==> src/latin1_key_character_composer_defines.svh <==
// ----------------------------------------------------------------------------
// Assertion macros for the Latin-1 key character composer
// Shared property shells. Each expects clk_i and rst_ni in scope.
// ----------------------------------------------------------------------------
`ifndef LATIN1_KEY_CHARACTER_COMPOSER_DEFINES_SVH
`define LATIN1_KEY_CHARACTER_COMPOSER_DEFINES_SVH

// Antecedent implies consequent in the same cycle.
`define LKC_ASSERT_IMPL(label, ante, cons, msg) \
  label: assert property (@(posedge clk_i) disable iff (!rst_ni) (ante) |-> (cons)) \
    else $error(msg);

// Antecedent implies consequent in the following cycle.
`define LKC_ASSERT_NEXT(label, ante, cons, msg) \
  label: assert property (@(posedge clk_i) disable iff (!rst_ni) (ante) |=> (cons)) \
    else $error(msg);

`endif

==> src/lkc_pkg.sv <==
// ----------------------------------------------------------------------------
// lkc_pkg
// Types, constants and lookup functions of the Latin-1 key character composer.
// ----------------------------------------------------------------------------
`default_nettype none

package lkc_pkg;

  localparam int unsigned JOB_FIFO_DEPTH = 2;

  localparam logic       OP_CHAR   = 1'b0;
  localparam logic       OP_DEAD   = 1'b1;

  localparam logic [2:0] NO_ACCENT  = 3'd7;
  localparam logic [7:0] MAX_ACCENT = 8'd4;

  localparam logic [7:0] ESC_CHAR   = 8'h1b;
  localparam logic [7:0] SPACE_CHAR = 8'h20;
  localparam logic [7:0] DEL_CHAR   = 8'd127;
  localparam logic [7:0] CTRL_MASK  = 8'h1f;
  localparam logic [7:0] META_BIT   = 8'h80;
  localparam logic [7:0] CASE_DELTA = 8'd32;
  localparam logic [7:0] DIGIT_CTRL = 8'd24;

  typedef struct packed {
    logic       operation;
    logic [7:0] key_value;
    logic       key_released;
    logic       caps_lock;
    logic       ctrl_held;
    logic       alt_held;
    logic       meta_escape;
  } in_item_t;

  typedef struct packed {
    logic [7:0] char_code;
    logic       last;
  } out_item_t;

  // One queued job: the final byte, and whether an ESC beat goes first.
  typedef struct packed {
    logic [7:0] char_code;
    logic       esc_first;
  } job_t;

  // Accented forms; columns follow the letters A E I O U Y N a e i o u y n.
  // A zero entry means the letter has no form for that accent.
  localparam logic [7:0] ACCENT_FORM [5][14] = '{
    '{8'hC0, 8'hC8, 8'hCC, 8'hD2, 8'hD9, 8'h00, 8'h00,
      8'hE0, 8'hE8, 8'hEC, 8'hF2, 8'hF9, 8'h00, 8'h00},
    '{8'hC1, 8'hC9, 8'hCD, 8'hD3, 8'hDA, 8'hDD, 8'h00,
      8'hE1, 8'hE9, 8'hED, 8'hF3, 8'hFA, 8'hFD, 8'h00},
    '{8'hC2, 8'hCA, 8'hCE, 8'hD4, 8'hDB, 8'h00, 8'h00,
      8'hE2, 8'hEA, 8'hEE, 8'hF4, 8'hFB, 8'h00, 8'h00},
    '{8'hC3, 8'h00, 8'h00, 8'hD5, 8'h00, 8'h00, 8'hD1,
      8'hE3, 8'h00, 8'h00, 8'hF5, 8'h00, 8'h00, 8'hF1},
    '{8'hC4, 8'hCB, 8'hCF, 8'hD6, 8'hDC, 8'h00, 8'h00,
      8'hE4, 8'hEB, 8'hEF, 8'hF6, 8'hFC, 8'hFF, 8'h00}
  };

  // Spacing form of each accent.
  function automatic logic [7:0] accent_char(input logic [2:0] acc);
    logic [7:0] c;
    case (acc)
      3'd0:    c = 8'h60;
      3'd1:    c = 8'h27;
      3'd2:    c = 8'h5e;
      3'd3:    c = 8'h7e;
      3'd4:    c = 8'h22;
      default: c = 8'h00;
    endcase
    return c;
  endfunction

  // Column of a base letter in ACCENT_FORM; bit 4 flags a hit.
  function automatic logic [4:0] letter_index(input logic [7:0] ch);
    logic [4:0] r;
    case (ch)
      8'h41:   r = {1'b1, 4'd0};
      8'h45:   r = {1'b1, 4'd1};
      8'h49:   r = {1'b1, 4'd2};
      8'h4f:   r = {1'b1, 4'd3};
      8'h55:   r = {1'b1, 4'd4};
      8'h59:   r = {1'b1, 4'd5};
      8'h4e:   r = {1'b1, 4'd6};
      8'h61:   r = {1'b1, 4'd7};
      8'h65:   r = {1'b1, 4'd8};
      8'h69:   r = {1'b1, 4'd9};
      8'h6f:   r = {1'b1, 4'd10};
      8'h75:   r = {1'b1, 4'd11};
      8'h79:   r = {1'b1, 4'd12};
      8'h6e:   r = {1'b1, 4'd13};
      default: r = 5'd0;
    endcase
    return r;
  endfunction

endpackage

`default_nettype wire

==> src/latin1_key_character_composer.sv <==
// ----------------------------------------------------------------------------
// latin1_key_character_composer
// Dead-key accent composer producing Latin-1 bytes for a terminal queue.
// ----------------------------------------------------------------------------
// Usage: key events enter on the in channel (in_valid_i, in_item_i, in_stall_o)
// and character bytes leave on the out channel (out_valid_o, out_item_o,
// out_stall_i). A beat moves at a rising edge with valid high and stall low.
// Each press event yields zero, one or two output beats; the final beat of an
// event carries last set. Releases and dropped control keys yield none; an
// accent press yields none but still updates the pending accent, and a repeat
// of the pending accent yields its spacing form. An accepted event is queued
// and then loaded into the output register. Events that yield at most one
// beat flow at one per cycle while out_stall_i is low. An event with alt in
// ESC mode puts the ESC beat and then the byte out from one shared queue entry.
// The front end classifies and composes in the accept cycle and writes a job
// into a short queue; in_stall_o rises only while that queue is full, so a
// stalled receiver backs up into the queue before it stalls the sender.
// Reset clears the pending accent to none, empties the queue and drops the
// output register; no item is accepted or shown until reset is released.
// ----------------------------------------------------------------------------
`default_nettype none

module latin1_key_character_composer #(
  parameter int unsigned JobFifoDepth = lkc_pkg::JOB_FIFO_DEPTH
) (
  input  wire logic               clk_i,
  input  wire logic               rst_ni,
  input  wire logic               in_valid_i,
  input  wire lkc_pkg::in_item_t  in_item_i,
  output logic                    in_stall_o,
  output logic                    out_valid_o,
  output lkc_pkg::out_item_t      out_item_o,
  input  wire logic               out_stall_i
);
  import lkc_pkg::*;

  // Queue handshake between the front and back halves.
  logic job_push;
  job_t job_in;
  logic job_full;
  logic job_pop;
  logic head_valid;
  job_t head;

  // Front: pending-accent state, composition, caps, ctrl and alt rules.
  lkc_front u_front (
    .clk_i      (clk_i),
    .rst_ni     (rst_ni),
    .in_valid_i (in_valid_i),
    .in_item_i  (in_item_i),
    .in_stall_o (in_stall_o),
    .job_full_i (job_full),
    .job_push_o (job_push),
    .job_o      (job_in)
  );

  // Decoupling queue: lets the front keep accepting while output is stalled.
  lkc_fifo #(
    .Depth (JobFifoDepth)
  ) u_fifo (
    .clk_i        (clk_i),
    .rst_ni       (rst_ni),
    .push_i       (job_push),
    .push_data_i  (job_in),
    .full_o       (job_full),
    .pop_i        (job_pop),
    .head_valid_o (head_valid),
    .head_o       (head)
  );

  // Back: expands each job into its beats behind a registered output.
  lkc_back u_back (
    .clk_i        (clk_i),
    .rst_ni       (rst_ni),
    .head_valid_i (head_valid),
    .head_i       (head),
    .pop_o        (job_pop),
    .out_valid_o  (out_valid_o),
    .out_item_o   (out_item_o),
    .out_stall_i  (out_stall_i)
  );

endmodule

`default_nettype wire

==> src/lkc_front.sv <==
// ----------------------------------------------------------------------------
// lkc_front
// Accepts key events, tracks the pending accent and builds output jobs.
// ----------------------------------------------------------------------------
`default_nettype none

module lkc_front (
  input  wire logic              clk_i,
  input  wire logic              rst_ni,
  input  wire logic              in_valid_i,
  input  wire lkc_pkg::in_item_t in_item_i,
  output logic                   in_stall_o,
  input  wire logic              job_full_i,
  output logic                   job_push_o,
  output lkc_pkg::job_t          job_o
);
  import lkc_pkg::*;

  logic [2:0] pend_q, pend_d;
  logic       in_fire;
  logic [4:0] lidx;
  logic [7:0] form;
  logic [7:0] composed;
  logic [7:0] cased;
  logic [7:0] ctrl_ch;
  logic       ctrl_keep;
  logic [7:0] fin_ch;

  assign in_stall_o = job_full_i;
  assign in_fire    = in_valid_i && !job_full_i;
  assign lidx       = letter_index(in_item_i.key_value);

  always_comb begin
    form     = 8'h00;
    composed = in_item_i.key_value;
    if (pend_q <= MAX_ACCENT[2:0]) begin
      form = ACCENT_FORM[pend_q][lidx[3:0]];
      if (in_item_i.key_value == SPACE_CHAR) begin
        composed = accent_char(pend_q);
      end else if (lidx[4] && form != 8'h00) begin
        composed = form;
      end
    end
  end

  always_comb begin
    cased = composed;
    if (in_item_i.caps_lock &&
        ((composed >= 8'h61 && composed <= 8'h7a) ||
         (composed >= 8'd224 && composed <= 8'd254))) begin
      cased = composed - CASE_DELTA;
    end
  end

  always_comb begin
    ctrl_ch   = cased;
    ctrl_keep = 1'b1;
    if (in_item_i.ctrl_held) begin
      if (cased >= 8'd64 && cased < DEL_CHAR) begin
        ctrl_ch = cased & CTRL_MASK;
      end else if (cased == SPACE_CHAR || cased == 8'h32) begin
        ctrl_ch = 8'h00;
      end else if (cased >= 8'h33 && cased < 8'h38) begin
        ctrl_ch = cased - DIGIT_CTRL;
      end else if (cased == 8'h3f || cased == 8'h38 || cased == 8'h2f) begin
        ctrl_ch = DEL_CHAR;
      end else if (cased == 8'h2d) begin
        ctrl_ch = CTRL_MASK;
      end else begin
        ctrl_keep = 1'b0;
      end
    end
  end

  assign fin_ch = (in_item_i.alt_held && !in_item_i.meta_escape) ? (ctrl_ch | META_BIT)
                                                                  : ctrl_ch;

  always_comb begin
    pend_d     = pend_q;
    job_push_o = 1'b0;
    job_o      = '0;
    if (in_fire && !in_item_i.key_released) begin
      if (in_item_i.operation == OP_DEAD) begin
        if (in_item_i.key_value <= MAX_ACCENT) begin
          if (pend_q == in_item_i.key_value[2:0]) begin
            pend_d          = NO_ACCENT;
            job_push_o      = 1'b1;
            job_o.char_code = accent_char(pend_q);
            job_o.esc_first = 1'b0;
          end else begin
            pend_d = in_item_i.key_value[2:0];
          end
        end
      end else begin
        pend_d          = NO_ACCENT;
        job_push_o      = ctrl_keep;
        job_o.char_code = fin_ch;
        job_o.esc_first = in_item_i.alt_held && in_item_i.meta_escape;
      end
    end
  end

  always_ff @(posedge clk_i or negedge rst_ni) begin
    if (!rst_ni) begin
      pend_q <= NO_ACCENT;
    end else begin
      pend_q <= pend_d;
    end
  end

endmodule

`default_nettype wire

==> src/lkc_fifo.sv <==
// ----------------------------------------------------------------------------
// lkc_fifo
// Short job queue between the front and the back.
// ----------------------------------------------------------------------------
`default_nettype none

module lkc_fifo #(
  parameter int unsigned Depth = lkc_pkg::JOB_FIFO_DEPTH
) (
  input  wire logic           clk_i,
  input  wire logic           rst_ni,
  input  wire logic           push_i,
  input  wire lkc_pkg::job_t  push_data_i,
  output logic                full_o,
  input  wire logic           pop_i,
  output logic                head_valid_o,
  output lkc_pkg::job_t       head_o
);
  import lkc_pkg::*;

  localparam int unsigned PtrW = (Depth > 1) ? $clog2(Depth) : 1;
  localparam int unsigned CntW = $clog2(Depth + 1);
  localparam logic [PtrW-1:0] LastPtr = PtrW'(Depth - 1);
  localparam logic [CntW-1:0] FullCnt = CntW'(Depth);

  job_t            mem_q [Depth];
  logic [PtrW-1:0] wr_ptr_q, wr_ptr_d;
  logic [PtrW-1:0] rd_ptr_q, rd_ptr_d;
  logic [CntW-1:0] cnt_q, cnt_d;
  logic            do_push, do_pop;

  assign full_o       = (cnt_q == FullCnt);
  assign head_valid_o = (cnt_q != '0);
  assign head_o       = mem_q[rd_ptr_q];
  assign do_push      = push_i && !full_o;
  assign do_pop       = pop_i && head_valid_o;

  always_comb begin
    wr_ptr_d = wr_ptr_q;
    rd_ptr_d = rd_ptr_q;
    cnt_d    = cnt_q;
    if (do_push) begin
      wr_ptr_d = (wr_ptr_q == LastPtr) ? '0 : wr_ptr_q + 1'b1;
    end
    if (do_pop) begin
      rd_ptr_d = (rd_ptr_q == LastPtr) ? '0 : rd_ptr_q + 1'b1;
    end
    if (do_push && !do_pop) begin
      cnt_d = cnt_q + 1'b1;
    end else if (do_pop && !do_push) begin
      cnt_d = cnt_q - 1'b1;
    end
  end

  always_ff @(posedge clk_i or negedge rst_ni) begin
    if (!rst_ni) begin
      wr_ptr_q <= '0;
      rd_ptr_q <= '0;
      cnt_q    <= '0;
    end else begin
      wr_ptr_q <= wr_ptr_d;
      rd_ptr_q <= rd_ptr_d;
      cnt_q    <= cnt_d;
    end
  end

  always_ff @(posedge clk_i) begin
    if (do_push) begin
      mem_q[wr_ptr_q] <= push_data_i;
    end
  end

endmodule

`default_nettype wire

==> src/lkc_back.sv <==
// ----------------------------------------------------------------------------
// lkc_back
// Drains jobs into output beats: an optional ESC beat, then the byte.
// ----------------------------------------------------------------------------
`default_nettype none

`include "latin1_key_character_composer_defines.svh"

module lkc_back (
  input  wire logic               clk_i,
  input  wire logic               rst_ni,
  input  wire logic               head_valid_i,
  input  wire lkc_pkg::job_t      head_i,
  output logic                    pop_o,
  output logic                    out_valid_o,
  output lkc_pkg::out_item_t      out_item_o,
  input  wire logic               out_stall_i
);
  import lkc_pkg::*;

  logic      out_valid_q, out_valid_d;
  out_item_t out_q, out_d;
  logic      phase_q, phase_d;
  logic      load;
  logic      out_fire;

  assign out_valid_o = out_valid_q;
  assign out_item_o  = out_q;
  assign load        = !out_valid_q || !out_stall_i;
  assign out_fire    = out_valid_q && !out_stall_i;

  always_comb begin
    out_valid_d = out_valid_q;
    out_d       = out_q;
    phase_d     = phase_q;
    pop_o       = 1'b0;
    if (load) begin
      out_valid_d = head_valid_i;
      if (head_valid_i) begin
        if (head_i.esc_first && !phase_q) begin
          out_d.char_code = ESC_CHAR;
          out_d.last      = 1'b0;
          phase_d         = 1'b1;
        end else begin
          out_d.char_code = head_i.char_code;
          out_d.last      = 1'b1;
          phase_d         = 1'b0;
          pop_o           = 1'b1;
        end
      end
    end
  end

  always_ff @(posedge clk_i or negedge rst_ni) begin
    if (!rst_ni) begin
      out_valid_q <= 1'b0;
      phase_q     <= 1'b0;
    end else begin
      out_valid_q <= out_valid_d;
      phase_q     <= phase_d;
    end
  end

  always_ff @(posedge clk_i) begin
    out_q <= out_d;
  end

  // The job whose ESC went out must still be at the head of the queue.
  `LKC_ASSERT_IMPL(a_phase_has_job, phase_q, head_valid_i, "ESC sent but job lost")
  // Only the ESC prefix is ever a non-final beat.
  `LKC_ASSERT_IMPL(a_nonlast_is_esc, out_valid_q && !out_q.last, out_q.char_code == ESC_CHAR, "bad prefix")
  // The byte follows its ESC prefix directly.
  `LKC_ASSERT_NEXT(a_esc_then_byte, out_fire && !out_q.last, out_valid_q && out_q.last, "gap after ESC")

endmodule

`default_nettype wire
==> config.mk <==
export PLATFORM = sky130hd
export DESIGN_NAME = latin1_key_character_composer
export DESIGN_NICKNAME = d
export VERILOG_FILES = /design/src/lkc_pkg.sv /design/src/latin1_key_character_composer.sv /design/src/lkc_front.sv /design/src/lkc_fifo.sv /design/src/lkc_back.sv
export VERILOG_INCLUDE_DIRS = /design/src /design/src/src
export SDC_FILE = /design/constraint.sdc
export NUM_CORES = 1
export LEC_CHECK = 0
export BUFFER_PORTS_ARGS = -buffer_cell sky130_fd_sc_hd__buf_4
export CORE_MARGIN = 2
export CORE_UTILIZATION = 65
export DETAILED_ROUTE_END_ITERATION = 8
export PLACE_DENSITY = 0.88
export SYNTH_ARGS = -nofsm -noshare
export SYNTH_HDL_FRONTEND = slang
export SYNTH_SLANG_ARGS = --single-unit
==> constraint.sdc <==
create_clock -name clk_i -period 11.8 [get_ports clk_i]
set_input_delay 1.18 -clock clk_i [delete_from_list [all_inputs] [get_ports clk_i]]
set_output_delay 1.18 -clock clk_i [all_outputs]
set_load 0.03 [all_outputs]
## Word level (Yosys, flattened, before mapping)

Memories as Yosys holds them, arrays and structs flattened.
Index checks and enable logic that the tools add are counted.

| operators by class | value |
|---|---|
| bitwise logic cells | 2 |
| equal/unequal tests | 28 |
| order comparisons | 12 |
| reductions and logical operators | 34 |
| add/subtract/negate cells | 6 |
| mux-type cells | 46 |

Operator list:

| cell | number |
|---|---|
| 2-to-1 mux 112 bit | 2 |
| == test 8 x 7 -> 1 bit, second input constant | 14 |
| 2-to-1 mux 8 bit | 13 |
| case mux 5 bit (14 select lines) | 1 |
| == test 8 x 6 -> 1 bit, second input constant | 7 |
| 2-to-1 mux 9 bit | 4 |
| case mux 7 bit (5 select lines) | 1 |
| binary-select mux 8 bit (select 4 bit) | 1 |
| 2-to-1 mux 1 bit | 19 |
| greater-or-equal comparator 8 x 7 -> 1 bit, second input constant | 2 |
| logical AND 1 bit | 15 |
| 2-to-1 mux 3 bit | 3 |
| greater-or-equal comparator 8 x 6 -> 1 bit, second input constant | 1 |
| greater-or-equal comparator 8 bit, second input constant | 1 |
| <= comparator 8 x 3 -> 1 bit, second input constant | 1 |
| <= comparator 8 x 7 -> 1 bit, second input constant | 1 |
| <= comparator 8 bit, second input constant | 1 |
| zero test 1 bit | 8 |
| < comparator 8 x 6 -> 1 bit, second input constant | 1 |
| < comparator 8 x 7 -> 1 bit, second input constant | 1 |
| nonzero test 8 bit | 1 |
| subtractor 8 x 5 -> 8 bit, second input constant | 1 |
| subtractor 8 x 6 -> 8 bit, second input constant | 1 |
| == test 3 x 2 -> 1 bit, second input constant | 2 |
| 18 further kinds | 26 |

| storage, ports and cells | value |
|---|---|
| bits of input ports | 18 |
| memories kept | 2 |
| output and inout bits | 11 |
| word-level logic and storage cells | 138 |
| register bits | 18 |
| RAM bits | 18 |
| memory bits (read-only) | 896 |

Memories:

| name | depth | bits a word | rd ports | clocked after memory_dff | wr ports | RTL line | source |
|---|---|---|---|---|---|---|---|
| (no name shown) | 8 | 112 | 1 | 0 | 0 | lkc_front.sv:37 | `form = ACCENT_FORM[pend_q][lidx[3:0]];` |
| u_fifo.mem_q | 2 | 9 | 1 | 0 | 1 | lkc_fifo.sv:26 | `job_t mem_q [Depth];` |

## Longest topological paths before layout

| logic depth | value |
|---|---|
| depth after elaboration | 32 |
| mapped depth | 23 |
| gate-level depth less buffers | 21 |

## Hierarchy

Synthesis repeated with hierarchy kept, for this count alone.

| second synthesis, totals | value |
|---|---|
| cells, all modules | 437 |
| area, all modules | 3918.8 um2 |

By module, submodules not included:

| module | times used | area an instance (um2) | cells each | sequential area each (um2) |
|---|---|---|---|---|
| lkc_front | 1 | 2632.5 | 364 | 78.8 |
| lkc_fifo | 1 | 852.1 | 47 | 640.6 |
| lkc_back | 1 | 434.2 | 26 | 320.3 |

## Least setup slack after synthesis

Ideal clock, no wire load.

| timing | value |
|---|---|
| path type | input port to flip-flop |
| start | input in_item_i[7] in the netlist's numbering |
| end | memory u_fifo.mem_q[0][0] in the netlist's numbering (enable) |
| arrival | 5515 ps |
| path buffers | 2 |
| library setup time | 375 ps |
| cell stages on the path | 18 |
| data required time | 11425 ps |
| setup slack | 5910 ps |
| path through | or3b_1 > a2111oi_4 > nor3_2 > buf_6 > buf_2 > mux2_4 > a2111oi_2 > a2bb2oi_2 > o31ai_4 > inv_1 > ha_1 > nand4b_1 > nor3_1 > nand2_1 > o31ai_2 > o31ai_1 > a41oi_2 > nor2b_1 |

| between the ends | value |
|---|---|
| cells in the longest elaborated chain, start to end | 29 |
| elaborated cells on any way between the ends | 65 |
| those cells by class | add/sub (1); order compare (9); eq/ne (22); mux (20); bitwise (1); reduce/logical (12) |

Ends and longest elaborated chain:

| what | RTL line | source |
|---|---|---|
| from (decl) | latin1_key_character_composer.sv:29 | `input wire lkc_pkg::in_item_t in_item_i,` |
| parallel branches: the longest is 24 deep, another holds greater-or-equal comparator 8 x 7 -> 1 bit | -- |  |
| 2-to-1 mux 1 bit (*) | lkc_front.sv:83 | `if (in_item_i.operation == OP_DEAD) begin` |
| 2-to-1 mux 1 bit (*) | lkc_front.sv:82 | `if (in_fire && !in_item_i.key_released) begin` |
| logical AND 1 bit (*) | lkc_fifo.sv:35 | `assign do_push = push_i && !full_o;` |
| via u_fifo.do_push | lkc_fifo.sv:30 | `logic do_push, do_pop;` |
| 2-to-1 mux 1 bit (*) | lkc_fifo.sv:68 | `if (do_push) begin` |
| 2-to-1 mux 1 bit (not written as such) (*) | lkc_fifo.sv:69 | `mem_q[wr_ptr_q] <= push_data_i;` |
| to (decl) | lkc_fifo.sv:26 |  |

Mark *: on every way through the listed nets, which the timed path passes. The select of a mux whose other input is x is not followed.

## Final worst setup path

| timing | value |
|---|---|
| start | input in_item_i[12] in the netlist's numbering |
| end | memory u_fifo.mem_q[0][3] in the netlist's numbering (enable) |

The elaborated chain is that of the path after synthesis.

==> results.toml <==
[synthesis]
ys_seq_elements = 36
synth_area_leaders = "edfxtp_1 22%, nand2_1 4.5%, dfrtp_1 4.1%, nor2_1 3.6%, ha_1 3.0%"
yosysTopAreaCell = "edfxtp_1"
synth_cell_types = 88
ys_warn_count = 0
yosysTopAreaCellShare_pct = 21.94
yosysSeqAreaShare_pct = 28.13
ys.flop_type = "edfxtp_1"
synthCells = 428
synth_most_common_cell = "nand2_1"
syn_area_per_cell_um2 = 8.636
synth.net_count = 455
synth-async-reset-ratio_pct = 25.00
syn_area_mm2 = 0.003696
synth_edf_count = 27
synth_common_cells = "44 x nand2_1, 35 x nor2_1, 27 x edfxtp_1, 18 x a21oi_1, 17 x o21ai_0"

[clock_network]
insertion_delay_ns = 0.28
cts_max_level = 2
cts_setup_buffers = 0
cts_tree = "done"
path_clk_slew_ns = 0.07
cts_max_path_buffers = 2
cts_hold_buf = 0
numClockSinks = 36
cts_made_buffers = 5
cts_resized = 0
cts_root_buf = "clkbuf_8"

[worst_setup_path]
path_cells = "buf_4 -> nand2b_1 -> nor4_2 -> nor3_2 -> buf_4 -> or3_1 -> a211oi_1 -> nor4_1 -> and4_1 -> nor2_1 -> ha_1 -> nand4b_1 -> nor3_1 -> nand2_1 -> o31ai_2 -> o31ai_1 -> a41oi_2 -> nor2b_1"
path_buf_inv = 2
worst_ep_arrival_time_ns = 6.81
start_kind = "input port"
path_class = "in -> reg"
cpPeakStageDelay_ns = 0.72
cp_slowest_cell = "nor4_2"
crit_family = "simple AND/OR/NAND/NOR gates"
required_ns = 11.72
crit_path_end_kind = "register"
crit_path_frequent_cell = "buf_4"
cp_max_fo = 21

[global_route]
grt_first_pass_wirelength_mm = 17.23
first_global_vias = 3416
grt_max_degree = 25
grt_usage_pct = 35.04
antenna_found_initial = 0
grt_remaining_overflow = 0

[sta]
relSlewSlack_pct = 30.68
rsz0062_at_grt = "false"
fmax_mhz = 145.0
tns_ns = 0
setup-violations-final = 0
worstMarginPinSlew_ns = 1.035
skew_ns = 0.003849
hold_viol = 0
finalCritPeriodShare_pct = 58.43
drv_slew = 0
fin_crit_ns = 6.895
whs_ns = 0.4990

[detailed_routing]
postRouteAntennaNets = 0
wl_per_cell_um = 20.70
num_vias = 3735
drc_errors = 0
drt_iter0_markers = 423
viasPerCell = 7.252
first_pass_iters = 5
drt-total-wl_mm = 10.66

[die]
rows = 27
initial_utilization_pct = 67.12
fp.dieW_um = 79.41
chipHeight_um = 79.41
coreArea_mm2 = 0.005507
ios = 29
dieArea_mm2 = 0.006305

[placed_design]
finalWeightedCongestion = 1.011
port_buffers = 28
dp_hpwl_mm = 8.176
dp.cells = 507

[final_layout]
layout.cells.non_filler = 515
fillCellCount = 429
area_delta_synth_final_pct = 7.820
finalNetCount = 469
diodes = 0
drive_gt1_share_pct = 15.12

[power]
powerDensity_mw_per_mm2 = 158.8
power_w = 0.0006327
peakVddDrop_mv = 0.1418
p_leak_nw = 1.450

[outcome]
status = "finished clean"

[min_path]
hold_path_class = "reg -> reg"

[flow_run]
maxCapViolCount = 0
layer usage:
layer	wire length [µm]	GRT usage [%]	vias up
li1	-	-	1709
met1	4324	47.05	1749
met2	5032	57.20	246
met3	995	5.769	31
met4	308	12.41	0
met5	0	0	-
cells in the final DEF, fill, tap and decap left out, types with 5 or more instances in the layout:
cell | netlist | routed
a211oi_1 | 10 | 10
a21oi_1 | 18 | 18
a31oi_1 | 11 | 11
and2_1 | 9 | 9
and3_1 | 5 | 5
buf_4 | 2 | 31
clkbuf_8 | 0 | 5
dfrtp_1 | 6 | 6
edfxtp_1 | 27 | 27
ha_1 | 9 | 9
inv_1 | 15 | 15
mux2i_1 | 10 | 10
nand2_1 | 44 | 44
nand2b_1 | 6 | 6
nand3_1 | 11 | 11
nor2_1 | 35 | 35
nor2b_1 | 9 | 9
nor3_1 | 10 | 10
nor3b_1 | 5 | 5
o211ai_1 | 8 | 8
o21ai_0 | 17 | 17
o22ai_1 | 8 | 8
xnor2_1 | 8 | 8
xor2_1 | 6 | 6
worst paths after layout:
kind / cells after the start / slack (ns) / end / start
max in group asynchronous: 1 / 10.86 / u_front.pend_q[0] / rst_ni
setup reg to reg: 16 / 6.15 / u_fifo.mem_q[0][3] / u_front.pend_q[0]
hold reg to reg: 1 / 0.50 / u_fifo.cnt_q[1] / u_fifo.cnt_q[1]
min in group asynchronous: 1 / 0.71 / u_fifo.rd_ptr_q / rst_ni
setup / recovery: 18 / 4.91 / u_fifo.mem_q[0][3] / in_item_i[12]
hold / removal: 1 / 0.50 / u_fifo.cnt_q[1] / u_fifo.cnt_q[1]
worst register-to-register path, stage by stage (launching register included):
cell and delay, ns:
dfstp_2 0.61, ha_1 0.30, nor2_1 0.15, nor4_1 0.27, o21ai_0 0.17, and2_1 0.24, a221o_1 0.44, and4_1 0.22
nor2_1 0.46, ha_1 0.28, nand4b_1 0.10, nor3_1 0.20, nand2_1 0.10, o31ai_2 0.55, o31ai_1 0.19, a41oi_2 0.35
nor2b_1 0.65
report_power, final:
part           switching [W]  internal (W)  total [W]
sequential         0.0000355      0.000180   0.000215
combinational       0.000214      0.000123   0.000337
clock              0.0000402     0.0000408  0.0000810
total               0.000290      0.000343   0.000633
sequential cells by signal (all words and copies together), names as in the netlist:
register and count:
u_front.pend_q 3, u_back.out_item_o 9, u_fifo.cnt_q 2, u_fifo.wr_ptr_q 1
u_back.out_valid_o 1, u_back.phase_q 1, u_fifo.rd_ptr_q 1, u_fifo.mem_q 18
logic make-up after synthesis:
group	synth area share (%)
AO/OA/AOI/OAI	30.91
XOR/XNOR	3.318
adder cells (fa/ha/maj)	3.047
buffers and inverters	4.976
flip-flops	28.13
multiplexers	3.419
AND/OR/NAND/NOR	26.20
area by class of cell:
cell class                 instances  area (µm²)  area share [%]
tap                               72       90.09           2.261
sequential                        36        1040           26.09
timing repair buffer              31       232.7           5.840
clock buffer                       6       72.57           1.821
multi-input combinational        352        2479           62.20
clock inverter                     2       11.26          0.2826
inverter                          16       60.06           1.507
per-stage QoR:
step | setup WS (ns) | utilization [%] | cell area, µm²
after global placement | 5.053 | 70.85 | 3901
final | 4.905 | 72.37 | 3985
after global routing | 4.504 | 72.37 | 3985
after floorplan | 5.910 | - | 3696
after CTS | 5.085 | 72.37 | 3985
after detailed placement | 4.803 | 70.85 | 3901
(Power assumes the default switching activity.)
